<file path="config.mk">
export PLATFORM = sky130hd
export DESIGN_NAME = led_pwm_and_end_pulse_timer
export DESIGN_NICKNAME = d
export VERILOG_FILES = /design/src/hdl/lpet_pkg.sv /design/src/hdl/led_pwm_and_end_pulse_timer.sv
export SDC_FILE = /design/constraint.sdc
export NUM_CORES = 1
export LEC_CHECK = 0
export ABC_AREA = 1
export BUFFER_PORTS_ARGS = -buffer_cell sky130_fd_sc_hd__buf_4
export CAP_MARGIN = 40
export CORE_UTILIZATION = 35
export CTS_CLUSTER_SIZE = 25
export DETAILED_ROUTE_END_ITERATION = 12
export GPL_TIMING_DRIVEN = 0
export SLEW_MARGIN = 30
export SYNTH_ARGS = -nofsm -noshare
export SYNTH_HDL_FRONTEND = slang
export SYNTH_SLANG_ARGS = --single-unit
</file>
<file path="constraint.sdc">
create_clock -name clock -period 6.3 [get_ports clock]
set_input_delay 0.63 -clock clock [delete_from_list [all_inputs] [get_ports clock]]
set_output_delay 0.63 -clock clock [all_outputs]
set_load 0.02 [all_outputs]
</file>
<file path="src/hdl/lpet_pkg.sv">
// types and constants for the play led, monitor led and end pulse timer
`timescale 1ns / 1ps

package lpet_pkg;

   // transaction op codes
   localparam logic [1:0] OP_TICK      = 2'd0;
   localparam logic [1:0] OP_TRIGGER   = 2'd1;
   localparam logic [1:0] OP_SET_STATE = 2'd2;

   // register indexes
   localparam logic [1:0] REG_BRIGHTNESS   = 2'd0;
   localparam logic [1:0] REG_STEREO_LINK  = 2'd1;
   localparam logic [1:0] REG_MONITOR_MODE = 2'd2;
   localparam logic [1:0] REG_LED_INHIBIT  = 2'd3;

   // monitor led modes
   localparam logic [1:0] MON_OFF        = 2'd0;
   localparam logic [1:0] MON_LEFT_BLINK = 2'd1;
   localparam logic [1:0] MON_RIGHT_BLINK = 2'd2;
   localparam logic [1:0] MON_STEADY     = 2'd3;

   localparam logic [4:0]  BRIGHTNESS_RESET = 5'd16;
   localparam logic [12:0] BLINK_ON_LIMIT   = 13'h0400;
   localparam logic [15:0] LONG_PLAY_MS     = 16'd300;
   localparam logic [5:0]  LONG_PLAY_LOAD   = 6'd35;
   localparam logic [5:0]  PULSE_OFFSET     = 6'd8;
   localparam logic [5:0]  FLICKER_OFFSET   = 6'd1;

   // ms*9/100 as ms*(9*5243) >> 19 and ms*9/250 as ms*(9*4195) >> 20,
   // exact for every ms up to the long play limit
   localparam logic [15:0] PULSE_RECIP   = 16'd47187;
   localparam int          PULSE_SHIFT   = 19;
   localparam logic [15:0] FLICKER_RECIP = 16'd37755;
   localparam int          FLICKER_SHIFT = 20;

   typedef struct packed {
      logic [1:0]  op;
      logic        channel;
      logic [15:0] play_time_ms;
      logic        play_on;
      logic [12:0] system_time;
   } lpet_req_type;

   typedef struct packed {
      logic play_led_left;
      logic play_led_right;
      logic monitor_led;
      logic end_out_left;
      logic end_out_right;
   } lpet_rsp_type;

endpackage

</file>
<file path="src/hdl/led_pwm_and_end_pulse_timer.sv">
// top level: play led pwm, monitor led and end-of-play pulse timer
`timescale 1ns / 1ps

// channel   ports              direction  content
// req       req_valid/ready    in         op, channel, play time, play state, system time
// rsp       rsp_valid/ready    out        three led drives, two end pulse outputs
// csr       csr_psel..pready   in/out     brightness, stereo link, monitor mode, inhibit
//
// one transaction per cycle unless the result is stalled: the state update and the result are computed in
// the accept cycle and the result sits in a single output register
// a new request is taken whenever the output register is empty or being drained
// reset clears all counters, play state and led drives and empties the output register
// a stalled result holds req_ready low, nothing is dropped

module led_pwm_and_end_pulse_timer (
   input  logic                 clock,
   input  logic                 reset,
   input  logic                 req_valid,
   output logic                 req_ready,
   input  lpet_pkg::lpet_req_type req_data,
   output logic                 rsp_valid,
   input  logic                 rsp_ready,
   output lpet_pkg::lpet_rsp_type rsp_data,
   input  logic                 csr_psel,
   input  logic                 csr_penable,
   input  logic                 csr_pwrite,
   input  logic [3:0]           csr_paddr,
   input  logic [31:0]          csr_pwdata,
   output logic [31:0]          csr_prdata,
   output logic                 csr_pready
);
   import lpet_pkg::*;

   // configuration registers
   logic [4:0] brightness_ff;
   logic       stereo_link_ff;
   logic [1:0] monitor_mode_ff;
   logic       led_inhibit_ff;

   // block state
   logic [3:0] pwm_phase_ff, pwm_phase_in;
   logic [5:0] flicker_ff [2];
   logic [5:0] flicker_in [2];
   logic [5:0] pulse_ff [2];
   logic [5:0] pulse_in [2];
   logic       play_ff [2];
   logic       play_in [2];
   logic       end_pin_ff [2];
   logic       end_pin_in [2];
   logic [2:0] led_hold_ff, led_hold_in;

   // output register
   logic         rsp_valid_ff;
   lpet_rsp_type rsp_data_ff, rsp_data_in;

   logic       req_fire;
   logic       csr_write;
   logic [1:0] csr_index;
   logic       on_phase;
   logic       mon_lit;
   logic       lit [2];
   logic       long_play;
   logic [8:0] ms_short;
   logic [24:0] pulse_prod;
   logic [24:0] flicker_prod;
   logic [5:0] pulse_load;
   logic [5:0] flicker_load;

   // ------------------------------------------------------------ handshake
   assign req_ready = !rsp_valid_ff || rsp_ready;
   assign req_fire  = req_valid && req_ready;
   assign rsp_valid = rsp_valid_ff;
   assign rsp_data  = rsp_data_ff;

   // ------------------------------------------------------------ csr port
   assign csr_pready = 1'b1;
   assign csr_index  = csr_paddr[3:2];
   assign csr_write  = csr_psel && csr_penable && csr_pwrite && csr_pready;

   always_ff @(posedge clock) begin
      if (reset) begin
         brightness_ff   <= BRIGHTNESS_RESET;
         stereo_link_ff  <= 1'b0;
         monitor_mode_ff <= MON_OFF;
         led_inhibit_ff  <= 1'b0;
      end else if (csr_write) begin
         case (csr_index)
            REG_BRIGHTNESS:   brightness_ff   <= csr_pwdata[4:0];
            REG_STEREO_LINK:  stereo_link_ff  <= csr_pwdata[0];
            REG_MONITOR_MODE: monitor_mode_ff <= csr_pwdata[1:0];
            REG_LED_INHIBIT:  led_inhibit_ff  <= csr_pwdata[0];
            default: ;
         endcase
      end
   end

   always_comb begin
      case (csr_index)
         REG_BRIGHTNESS:   csr_prdata = {27'd0, brightness_ff};
         REG_STEREO_LINK:  csr_prdata = {31'd0, stereo_link_ff};
         REG_MONITOR_MODE: csr_prdata = {30'd0, monitor_mode_ff};
         REG_LED_INHIBIT:  csr_prdata = {31'd0, led_inhibit_ff};
         default:          csr_prdata = 32'd0;
      endcase
   end

   // ------------------------------------------------------------ led levels
   // brightness of sixteen or more simply keeps the phase always below it
   assign on_phase = {1'b0, pwm_phase_ff} < brightness_ff;

   always_comb begin
      case (monitor_mode_ff)
         MON_STEADY:      mon_lit = on_phase;
         MON_LEFT_BLINK,
         MON_RIGHT_BLINK: mon_lit = on_phase && (req_data.system_time < BLINK_ON_LIMIT);
         default:         mon_lit = 1'b0;
      endcase
   end

   // ------------------------------------------------------------ end trigger loads
   // only short plays use the scaled loads, so nine bits of ms suffice
   assign long_play    = req_data.play_time_ms > LONG_PLAY_MS;
   assign ms_short     = req_data.play_time_ms[8:0];
   assign pulse_prod   = 25'(ms_short) * 25'(PULSE_RECIP);
   assign flicker_prod = 25'(ms_short) * 25'(FLICKER_RECIP);

   always_comb begin
      if (long_play) begin
         pulse_load   = LONG_PLAY_LOAD;
         flicker_load = LONG_PLAY_LOAD;
      end else begin
         pulse_load   = 6'(pulse_prod >> PULSE_SHIFT) + PULSE_OFFSET;
         flicker_load = 6'(flicker_prod >> FLICKER_SHIFT) + FLICKER_OFFSET;
      end
   end

   // ------------------------------------------------------------ per channel update
   for (genvar c = 0; c < 2; c++) begin : g_chan
      logic sel;
      assign sel = req_data.channel == 1'(c);

      // own play state, or the other channel's when stereo linked
      assign lit[c] = (play_ff[c] || (play_ff[1-c] && stereo_link_ff)) && on_phase
                      && (flicker_ff[c] == 6'd0);

      always_comb begin
         flicker_in[c] = flicker_ff[c];
         pulse_in[c]   = pulse_ff[c];
         play_in[c]    = play_ff[c];
         end_pin_in[c] = end_pin_ff[c];
         case (req_data.op)
            OP_TICK: begin
               if (flicker_ff[c] != 6'd0) begin
                  flicker_in[c] = flicker_ff[c] - 6'd1;
               end
               if (pulse_ff[c] != 6'd0) begin
                  pulse_in[c]   = pulse_ff[c] - 6'd1;
                  end_pin_in[c] = 1'b1;
               end else begin
                  end_pin_in[c] = 1'b0;
               end
            end
            OP_TRIGGER: begin
               if (sel) begin
                  play_in[c]    = 1'b0;
                  pulse_in[c]   = pulse_load;
                  flicker_in[c] = flicker_load;
                  end_pin_in[c] = 1'b1;
               end
            end
            OP_SET_STATE: begin
               if (sel) begin
                  play_in[c] = req_data.play_on;
               end
            end
            default: ;
         endcase
      end

      always_ff @(posedge clock) begin
         if (reset) begin
            flicker_ff[c] <= 6'd0;
            pulse_ff[c]   <= 6'd0;
            play_ff[c]    <= 1'b0;
            end_pin_ff[c] <= 1'b0;
         end else if (req_fire) begin
            flicker_ff[c] <= flicker_in[c];
            pulse_ff[c]   <= pulse_in[c];
            play_ff[c]    <= play_in[c];
            end_pin_ff[c] <= end_pin_in[c];
         end
      end
   end

   // ------------------------------------------------------------ shared state
   always_comb begin
      pwm_phase_in = pwm_phase_ff;
      led_hold_in  = led_hold_ff;
      if (req_data.op == OP_TICK) begin
         // inhibit freezes the drives, the phase still advances
         if (!led_inhibit_ff) begin
            led_hold_in = {mon_lit, lit[1], lit[0]};
         end
         pwm_phase_in = pwm_phase_ff + 4'd1;
      end
   end

   always_ff @(posedge clock) begin
      if (reset) begin
         pwm_phase_ff <= 4'd0;
         led_hold_ff  <= 3'd0;
      end else if (req_fire) begin
         pwm_phase_ff <= pwm_phase_in;
         led_hold_ff  <= led_hold_in;
      end
   end

   // ------------------------------------------------------------ result register
   always_comb begin
      rsp_data_in.play_led_left  = led_hold_in[0];
      rsp_data_in.play_led_right = led_hold_in[1];
      rsp_data_in.monitor_led    = led_hold_in[2];
      rsp_data_in.end_out_left   = end_pin_in[0];
      rsp_data_in.end_out_right  = end_pin_in[1];
   end

   always_ff @(posedge clock) begin
      if (reset) begin
         rsp_valid_ff <= 1'b0;
      end else if (req_fire) begin
         rsp_valid_ff <= 1'b1;
      end else if (rsp_ready) begin
         rsp_valid_ff <= 1'b0;
      end
   end

   always_ff @(posedge clock) begin
      if (req_fire) begin
         rsp_data_ff <= rsp_data_in;
      end
   end

endmodule

</file>
==> results of run 1 <==
[per-stage QoR]
stage          total power, uW  cells  hold WS [ns]
6_report                  2240   1364         0.482
5_1_grt                   2530   1364         0.515
4_1_cts                   2260   1364         0.490
3_5_place_dp              1940   1356         0.470
3_3_place_gp              1940   1356         0.463
2_1_floorplan             1600   1028         0.445
[how the worst max path moves through the flow]
stage,endpoint,cells past startpoint,start,slack (ns)
after floorplan,pulse_ff[1][5],21,req_data[20],1.56
after global placement,flicker_ff[1][1],21,req_data[20],0.95
after detailed placement,flicker_ff[1][1],22,req_data[20],0.93
after CTS,flicker_ff[1][1],22,req_data[20],1.21
after global routing,flicker_ff[1][4],25,req_data[20],0.90
final,flicker_ff[1][1],21,req_data[20],1.22
[per-layer routing]
layer  global-route usage  part of all wire  vias to the layer above
met3               0.0112             0.025                       15
met4               0.0270             0.013                        0
met2                0.275              0.47                       84
met1                0.219              0.50                     2795
met5                    0                 0                        -
li1                     -                 -                     3281
[where the power goes]
group | internal, uW | switching [uW]
combinational | 591 | 958
clock | 172 | 124
sequential | 378 | 12.3
[state kept, by name (all words and copies together) (netlist names), 2 cells and up]
register and flops:
monitor_mode_ff 2, led_hold_ff 3, brightness_ff 5, pulse_ff 12, play_ff 2, pwm_phase_ff 4, rsp_data 5, end_pin_ff 2
flicker_ff 12
[cells by family after synthesis]
family,Yosys count
adders and majority gates,195
xor gates and xnor gates,10
muxes,1
buffers and inverters,274
other,2
DFF,50
and+or+nand+nor,329
AOI/OAI and AO/OA,141
[final cells by class]
type | count | area [sq um]
fill | 2241 | 13000
inverter | 240 | 901
multi-input combinational | 704 | 5370
clock buffer | 6 | 150
sequential | 50 | 1330
buffer | 34 | 238
tap | 280 | 350
timing repair buffer | 48 | 360
clock inverter | 2 | 13.8
[cells in the final DEF, fill, tap and decap left out, types with 6 or more instances in the layout]
| cell type | n |
|---|---|
| o21ai_0 | 34 |
| dfxtp_1 | 17 |
| xor2_1 | 6 |
| nor2_1 | 70 |
| or2_2 | 9 |
| clkbuf_16 | 6 |
| edfxtp_1 | 33 |
| nand2_1 | 168 |
| nand3_1 | 35 |
| ha_1 | 131 |
| nor3_1 | 12 |
| a21oi_1 | 74 |
| fa_1 | 64 |
| nand4_1 | 8 |
| nand2_2 | 11 |
| buf_4 | 77 |
| conb_1 | 28 |
| inv_1 | 235 |
[critical path: stages]
cell and delay (ns):
buf_4 0.20, inv_1 0.09, ha_1 0.48, inv_1 0.11
fa_1 0.56, inv_1 0.06, fa_1 0.55, inv_1 0.06
fa_1 0.53, inv_1 0.04, ha_1 0.30, nand2_1 0.10
o21ai_0 0.29, inv_1 0.07, nand2_1 0.07, nand2_1 0.07
nand3_1 0.08, nand2_2 0.12, ha_1 0.30, o21ai_0 0.28
a21oi_1 0.11
[cell usage after synthesis (4+ instances only)]
cell      count
nor3_1       12
nand3_2       4
fa_1         64
a21oi_1      74
inv_1       235
nand2_1     168
inv_2         4
o21bai_1      4
xnor2_1       4
buf_4        29
edfxtp_1     33
nor4_1        4
nand4_1       8
or2_2         9
ha_1        131
o21ai_0      34
a21o_1        5
dfxtp_1      17
nor2_1       70
nand2_2      11
xor2_1        6
a31oi_1       5
nand3_1      35
o22ai_1       4
==> impl_metrics.tcl, run 1 <==
set metrics [dict create \
    status "finished, final reports clean" \
    cts-htree-levels 2 \
    drt_wl_total_um 16900 \
    cts_setup_buffers 0 \
    fp.dieW_um 151 \
    r2r_setup_slack_ns 4.27 \
    min_path_type "flip-flop to flip-flop" \
    fin_area_sq_um 8710 \
    clk_pin_slew_ns 0.07 \
    cellPowerDensity_nw_per_um2 257 \
    netlist_top_cells_area "ha_1, fa_1, edfxtp_1" \
    fmax_mhz 197 \
    crit_type "primary input to flip-flop" \
    post-route-period-util 0.807 \
    die-area_sq_um 22700 \
    grt_pass1_vias 6133 \
    core_area_sq_um 21800 \
    cts-resized-gates 0 \
    grt_overflow 0 \
    place_ws_ns 0.927 \
    period_needed_ns 5.08 \
    finish.utilization 0.401 \
    grt_max_degree 17 \
    firstDrtPassIters 5 \
    initial_utilization 0.356 \
    synth_fa_ha_area_frac 0.377 \
    cts_root_buffer "clkbuf_16" \
    nets 1354 \
    cp.required_ns 6.31 \
    slew_violations 0 \
    vdd_ir_drop_max_uv 133 \
    drive_above_1_share 0.116 \
    cellLeakagePower_uw 0.00464 \
    antenna_found_initial 0 \
    numCtsBuffers 5 \
    synthMuxAreaShare 0.00145 \
    drt_iter0_markers 281 \
    yosys_register_bits 50 \
    setup_ws_ns 1.22 \
    synthSimpleGateAreaFrac 0.188 \
    wire_per_inst_um 12.4 \
    crit_fanout 10 \
    holdCritStartpoint "led_hold_ff[1]" \
    min_to "led_hold_ff[1]" \
    drc 0 \
    hold_depth 2 \
    dp_hpwl_um 14600 \
    grt_setup_unrepaired "false" \
    synth_cells 1002 \
    synth_xor_area_frac 0.0113 \
    ys_seq_area_frac 0.172 \
    synth_compound_area_frac 0.102 \
    yosysWarnings 0 \
    synthArstFlopShare 0 \
    setup_viol 0 \
    finalHoldViolations 0 \
    clkSinkCount 50 \
    drv_cap 0 \
    io_buffers 48 \
    clock_latency_ns 0.29 \
    cts_buffer_depth 2 \
    ctsHoldBuffers 0 \
    yosys.area.top_type "ha_1" \
    synth_edf_count 33 \
    area_growth_pct 12.6 \
    syn_area_per_cell_sq_um 7.73 \
    r2r_cells 7 \
    fin_skew_ns 0.0101 \
    drt.antenna.violating_nets 0 \
    io_pins 116 \
    worst_pin_slew_ns 0.666 \
    cp.arrival_ns 5.10 \
    max_slew_margin 0.556 \
    diodes 0 \
    vias_per_cell 4.53 \
    setup_tns_ns 0 \
    synth.distinct_cells 45 \
    syn-cell-area_sq_um 7740 \
    critPathCaptureType "flip-flop" \
    yosysTopAreaCellShare 0.212 \
    ys.flop_type "edfxtp_1" \
    grt_pass1_wl_um 28900 \
    start_kind "primary input" \
    rows 54 \
    r2r_start "rsp_valid" \
    vias 6175 \
    synth_top_family_by_area "adder cells" \
    grt.total_usage 0.159 \
    routabilityCongestion 0.854 \
    r2r_end "flicker_ff[0][0]" \
    postPlaceCellArea_sq_um 8550 \
    cts_tree "built" \
    die_h_um 151 \
]
(Power assumes the default switching activity.)
==> inputs of run 2 (changes only) <==
--- a/config.mk
+++ b/config.mk
@@ -5,7 +5,7 @@
 export SDC_FILE = /design/constraint.sdc
 export NUM_CORES = 1
 export LEC_CHECK = 0
-export ABC_AREA = 1
+export ABC_AREA = 0
 export BUFFER_PORTS_ARGS = -buffer_cell sky130_fd_sc_hd__buf_4
 export CAP_MARGIN = 40
 export CORE_UTILIZATION = 35
==> constraint.sdc (replaced) <==
create_clock -name clock -period 5.3 [get_ports clock]
set_input_delay 0.53 -clock clock [delete_from_list [all_inputs] [get_ports clock]]
set_output_delay 0.53 -clock clock [all_outputs]
set_load 0.02 [all_outputs]
==> run 2 against run 1 <==
Effect of this change:
- combinational power is 13% higher
- largest power group unchanged
- setup slack worse by 1.0 ns
- final cell count is 17% lower
- sequential cell count stayed put
- count of clock-buffer cells in the layout is 1 higher
- core utilization is 3.0 points higher
- non-clock buffer count is 24 higher
- register-to-register slack worse by 0.97 ns
- sequential power is 18% higher
- synthesized cell count is 23% lower
==> impl_metrics.tcl, run 2 <==
set metrics [dict create \
    core_area_sq_um 19700 \
    yosysWarnings 0 \
    synth.distinct_cells 64 \
    use_met2 0.269 \
    io_buffers 45 \
    r2r_cells 6 \
    synth_common_cells "inv_1, ha_1, fa_1" \
    post-route-period-util 0.966 \
    power_frac_clock 0.141 \
    swShare 0.434 \
    setup_viol 0 \
    grt_max_degree 17 \
    rows 51 \
    fp.dieW_um 145 \
    hold_depth 2 \
    cp-startpoint "req_data[18]" \
    syn_area_per_cell_sq_um 9.23 \
    grt.busiest_layer "met2" \
    cts-htree-levels 2 \
    combPwrFrac 0.679 \
    drt_wl_total_um 15400 \
    max_slew_margin 0.523 \
    netlist_top_cells_area "ha_1, fa_1, edfxtp_1" \
    numCtsBuffers 5 \
    firstDrtPassIters 4 \
    die-area_sq_um 21000 \
    clkSinkCount 50 \
    ctsHoldBuffers 0 \
    finalHoldViolations 0 \
    wire_per_inst_um 13.5 \
    met3_usage 0.0109 \
    vias_per_cell 4.74 \
    drive_above_1_share 0.190 \
    cellLeakagePower_uw 0.00407 \
    cts_buffer_depth 2 \
    use_met1 0.202 \
    dp_hpwl_um 12700 \
    yosys.area.top_type "ha_1" \
    drt.antenna.violating_nets 0 \
    final_cell_mix "inv_1, ha_1, buf_4" \
    syn-cell-area_sq_um 7130 \
    grt_pass1_vias 5147 \
    r2r_start "rsp_valid" \
    nets 1143 \
    min_to "brightness_ff[3]" \
    drc 0 \
    crit_fanout 6 \
    ys.flop_type "edfxtp_1" \
    yosys_register_bits 50 \
    synth_edf_count 33 \
    layout.cells.non_filler 1138 \
    placed_cells 1111 \
    initial_utilization 0.362 \
    power_uw 2570 \
    status "finished, final reports clean" \
    antenna_found_initial 0 \
    vias 5397 \
    area_growth_pct 19.1 \
    fmax_mhz 195 \
    slew_violations 0 \
    vdd_ir_drop_max_uv 325 \
    r2r_setup_slack_ns 3.30 \
    grt_pass1_wl_um 25200 \
    clk_pin_slew_ns 0.07 \
    holdCritStartpoint "brightness_ff[3]" \
    critPathCaptureType "flip-flop" \
    drv_cap 0 \
    r2r_end "flicker_ff[1][4]" \
    cp.required_ns 5.34 \
    switching_power_uw 1120 \
    seq_power_share 0.180 \
    fin_skew_ns 0.0117 \
    synth_most_common_cell "inv_1" \
    crit_type "primary input to flip-flop" \
    start_kind "primary input" \
    grt_overflow 0 \
    largestRegisters "flicker_ff: 12 flops, pulse_ff: 12 flops" \
    synth_cells 773 \
    place_ws_ns -0.690 \
    io_pins 116 \
    routabilityCongestion 0.807 \
    drt_iter0_markers 185 \
    layout_commonest_cell "inv_1" \
    cellPowerDensity_nw_per_um2 303 \
    die_h_um 145 \
    setup_ws_ns 0.178 \
    synthArstFlopShare 0 \
    cts_tree "built" \
    period_needed_ns 5.12 \
    min_path_type "flip-flop to flip-flop" \
    grt.total_usage 0.154 \
    cellInternalPower_uw 1460 \
    diodes 0 \
    clock_latency_ns 0.29 \
    cp.arrival_ns 5.16 \
    cts_root_buffer "clkbuf_16" \
    worst_pin_slew_ns 0.711 \
    ys_seq_area_frac 0.187 \
    yosysTopAreaCellShare 0.230 \
]
## run 2: changes by cell type in the layout (fill, tap and decap cells not counted), moves of 10 or more
cell      delta
clkbuf_1    +10
nand2_2     -11
ha_1        -12
a211oi_1    +11
a21oi_1     -46
inv_1       -90
nand2_1    -123
nor2_1      -39
nand3_1     -16
## run 2: how the worst max path moves through the flow
stage / slack (ns) / cells past startpoint / endpoint
2_1_floorplan: 0.05 / 21 / flicker_ff[0][4]
3_3_place_gp: -0.67 / 23 / flicker_ff[0][4]
3_5_place_dp: -0.69 / 23 / flicker_ff[0][4]
4_1_cts: 0.001 / 22 / flicker_ff[0][4]
5_1_grt: -0.005 / 22 / flicker_ff[1][4]
6_report: 0.18 / 21 / flicker_ff[0][4]
## run 2: worst max-delay path, cell delays in order
cell and delay, ns:
buf_4 0.15, fa_2 0.63, fa_1 0.43, fa_1 0.53
inv_1 0.07, fa_1 0.53, inv_1 0.05, ha_1 0.33
nand4_1 0.13, nor2_1 0.05, a211o_2 0.39, a21oi_4 0.20
xnor2_2 0.09, ha_2 0.18, nor2b_4 0.13, and2_4 0.16
buf_4 0.13, nand2_1 0.05, o21ai_0 0.08, a221oi_2 0.24
o21ai_1 0.09
## run 2: layer usage
metal,vias up,wire length [um]
met5,-,0
met4,0,263
met3,21,367
met2,85,7580
met1,2529,7170
li1,2762,-
## run 2: cells by family (layout without fill, tap and decap cells)
family,count (synthesis),in the layout,share of synthesized area
buffers and inverters,195,269,0.117
adders and majority gates,195,195,0.409
DFF,50,50,0.187
AOI/OAI and AO/OA,132,132,0.125
muxes,6,6,0.0102
and+or+nand+nor,166,166,0.117
xor gates and xnor gates,27,27,0.0331
other,2,28,0.00105
## run 2: area by class of cell
| class | instances | area (sq um) |
|---|---|---|
| Clock buffer | 7 | 164 |
| Sequential cell | 50 | 1330 |
| Multi-Input combinational cell | 554 | 5310 |
| Clock inverter | 1 | 8.76 |
| Fill cell | 1944 | 11200 |
| Inverter | 155 | 586 |
| Buffer | 40 | 255 |
| Timing Repair Buffer | 66 | 510 |
| Tap cell | 265 | 332 |
## run 2: timing repair
item,in CTS,in global routing
setup endpoints to repair,2,8
cloned,0,0
gates resized for setup,9,43
pin swaps,6,25
setup buffers,5,13
## run 2: power groups by stage
stage	clock network (uW)	logic (uW)	registers, uW
floorplan	0	1130	472
global placement	0	1480	472
detailed placement	0	1490	472
CTS	369	1590	464
global route	387	1990	467
finish	364	1750	463
## run 2: metrics by stage
stage,TNS [ns],utilization,hold WS [ns],cell area [sq um]
final,0,0.431,0.457,8500
after global routing,-0.00868,0.431,0.488,8500
after CTS,0,0.416,0.457,8200
after detailed placement,-3.14,0.403,0.449,7950
after global placement,-2.80,0.402,0.444,7930
after floorplan,0,-,0.436,7260
==> inputs of run 3 (changes only) <==
--- a/config.mk
+++ b/config.mk
@@ -12,6 +12,7 @@
 export CTS_CLUSTER_SIZE = 25
 export DETAILED_ROUTE_END_ITERATION = 12
 export GPL_TIMING_DRIVEN = 0
+export PLACE_DENSITY = 0.61
 export SLEW_MARGIN = 30
 export SYNTH_ARGS = -nofsm -noshare
 export SYNTH_HDL_FRONTEND = slang
==> run 3 against run 2 <==
Effect of this change:
- hold slack worse by 0.00073 ns
- clock power is 8.2% lower
- final cell count is 0.44% lower
- die area stayed put
- global-route usage is 0.32 points higher
- sequential cell count stayed put
- via count hardly changed
- total power is 1.6% lower
- setup slack worse by 0.014 ns
- sequential power hardly changed
==> impl_metrics.tcl, run 3 (synthesis results as in run 2) <==
set metrics [dict create \
    status "finished, final reports clean" \
    worst_pin_slew_ns 0.693 \
    wire_per_inst_um 13.8 \
    fp.dieW_um 145 \
    drt.antenna.violating_nets 0 \
    grt_pass1_wl_um 25800 \
    io_pins 116 \
    critPathCaptureType "flip-flop" \
    crit_fanout 10 \
    cp_slowest_cell "fa_2" \
    holdCritStartpoint "brightness_ff[2]" \
    cp-startpoint "req_data[22]" \
    drt_iter0_markers 179 \
    final_cell_mix "inv_1, ha_1, buf_4" \
    cellPowerDensity_nw_per_um2 299 \
    post-route-period-util 0.969 \
    cts_tree "built" \
    grt_overflow 0 \
    antenna_found_initial 0 \
    core_area_sq_um 19700 \
    clock_latency_ns 0.29 \
    layout_commonest_cell "inv_1" \
    drive_above_1_share 0.184 \
    drv_cap 0 \
    crit_type "primary input to flip-flop" \
    clkSinkCount 50 \
    largestRegisters "flicker_ff: 12 flops, pulse_ff: 12 flops" \
    fmax_mhz 195 \
    grt_max_degree 19 \
    crit_chain "buf_8 > fa_2 > inv_2 > fa_1 > inv_2 > fa_1 > inv_1 > fa_1 > inv_2 > ha_4 > a21oi_4 > a21boi_1 > a211o_2 > a21oi_4 > xnor2_2 > ha_2 > nor2b_4 > and2_4 > nor2_2 > a2111oi_4 > a21oi_1 > o21ai_1" \
    initial_utilization 0.362 \
    placed_cells 1111 \
    area_growth_pct 18.6 \
    cts_buffer_depth 2 \
    cp.required_ns 5.44 \
    nets 1138 \
    cts-htree-levels 2 \
    io_buffers 45 \
    min_path_type "flip-flop to flip-flop" \
    die-area_sq_um 21000 \
    cellLeakagePower_uw 0.00403 \
    vdd_ir_drop_max_uv 467 \
    dp_hpwl_um 12900 \
    cp.arrival_ns 5.28 \
    vias_per_cell 4.76 \
    fin_skew_ns 0.00848 \
    numCtsBuffers 5 \
    finalHoldViolations 0 \
    r2r_start "rsp_valid" \
    cts_root_buffer "clkbuf_16" \
    vias 5395 \
    firstDrtPassIters 4 \
    grt_pass1_vias 5319 \
    period_needed_ns 5.14 \
    drt_wl_total_um 15600 \
    rows 51 \
    setup_viol 0 \
    grt.total_usage 0.157 \
    slew_violations 0 \
    diodes 0 \
    slowest_delay_ns 0.59 \
    clk_pin_slew_ns 0.07 \
    drc 0 \
    start_kind "primary input" \
    die_h_um 145 \
    ctsHoldBuffers 0 \
    hold_ws_ns 0.456 \
    layout.cells.non_filler 1133 \
    routabilityCongestion 0.851 \
    max_slew_margin 0.537 \
]
## run 3: changes by cell type in the layout (fill, tap and decap cells not counted), moves of 2 or more
cell             before  now
buf_6                 6    4
nor3_2                2    0
buf_4                85   81
buf_2                 2    0
ha_4                  8   10
clkdlybuf4s15_2       0    2
ha_2                  4    2
nor3_1               18   20
## run 3: area by class of cell
type	count	area, sq um
buffer	40	255
clock buffer	5	125
clock inverter	3	28.8
fill	1958	11300
inverter	155	586
multi-input combinational	554	5320
sequential	50	1330
tap	265	332
timing repair buffer	61	485
## run 3: repair_timing
item	CTS	global route
endpoints found under the hold margin	0	0
gates resized for setup	10	41
pin swaps	7	25
setup endpoints to repair	2	8
buffers inserted	6	7
## run 3: per-layer routing
layer / share of wire / wire length [um] / up-vias / GRT usage
met2: 0.50 / 7850 / 72 / 0.286
li1: - / - / 2755 / -
met4: 0.013 / 203 / 0 / 0.0327
met5: 0 / 0 / - / 0
met3: 0.026 / 409 / 14 / 0.0115
met1: 0.46 / 7130 / 2554 / 0.202
## run 3: worst max-delay path, delay by kind of cell
family / cells / cell delay (ns)
AOI/OAI and AO/OA: 7 / 1.40
adders and majority gates: 6 / 2.50
and+or+nand+nor: 3 / 0.37
xor gates and xnor gates: 1 / 0.13
buffers and inverters: 5 / 0.32
## run 3: report_power, final
part           internal [uW]  leakage (uW)  switching [uW]
registers                446      0.000483            17.6
clock network            181     0.0000763             153
logic                    786       0.00347             948
## run 3: final timing paths
path | to | slack, ns | cells past startpoint
setup reg to reg | flicker_ff[1][2] | 3.10 | 6
hold reg to reg | brightness_ff[2] | 0.46 | 2
hold / removal | brightness_ff[2] | 0.46 | 2
setup / recovery | flicker_ff[0][4] | 0.16 | 22
## run 3: metrics by stage
stage                      util  power (uW)  area, sq um  worst slack, ns  setup TNS [ns]
after global routing      0.429        2820         8460          -0.0304         -0.0689
after global placement    0.402        1950         7930           -0.642           -2.67
after floorplan               -        1600         7260           0.0522               0
final                     0.429        2530         8460            0.164               0
after detailed placement  0.404        1960         7960           -0.690           -2.94
after CTS                 0.417        2380         8210          0.00289               0
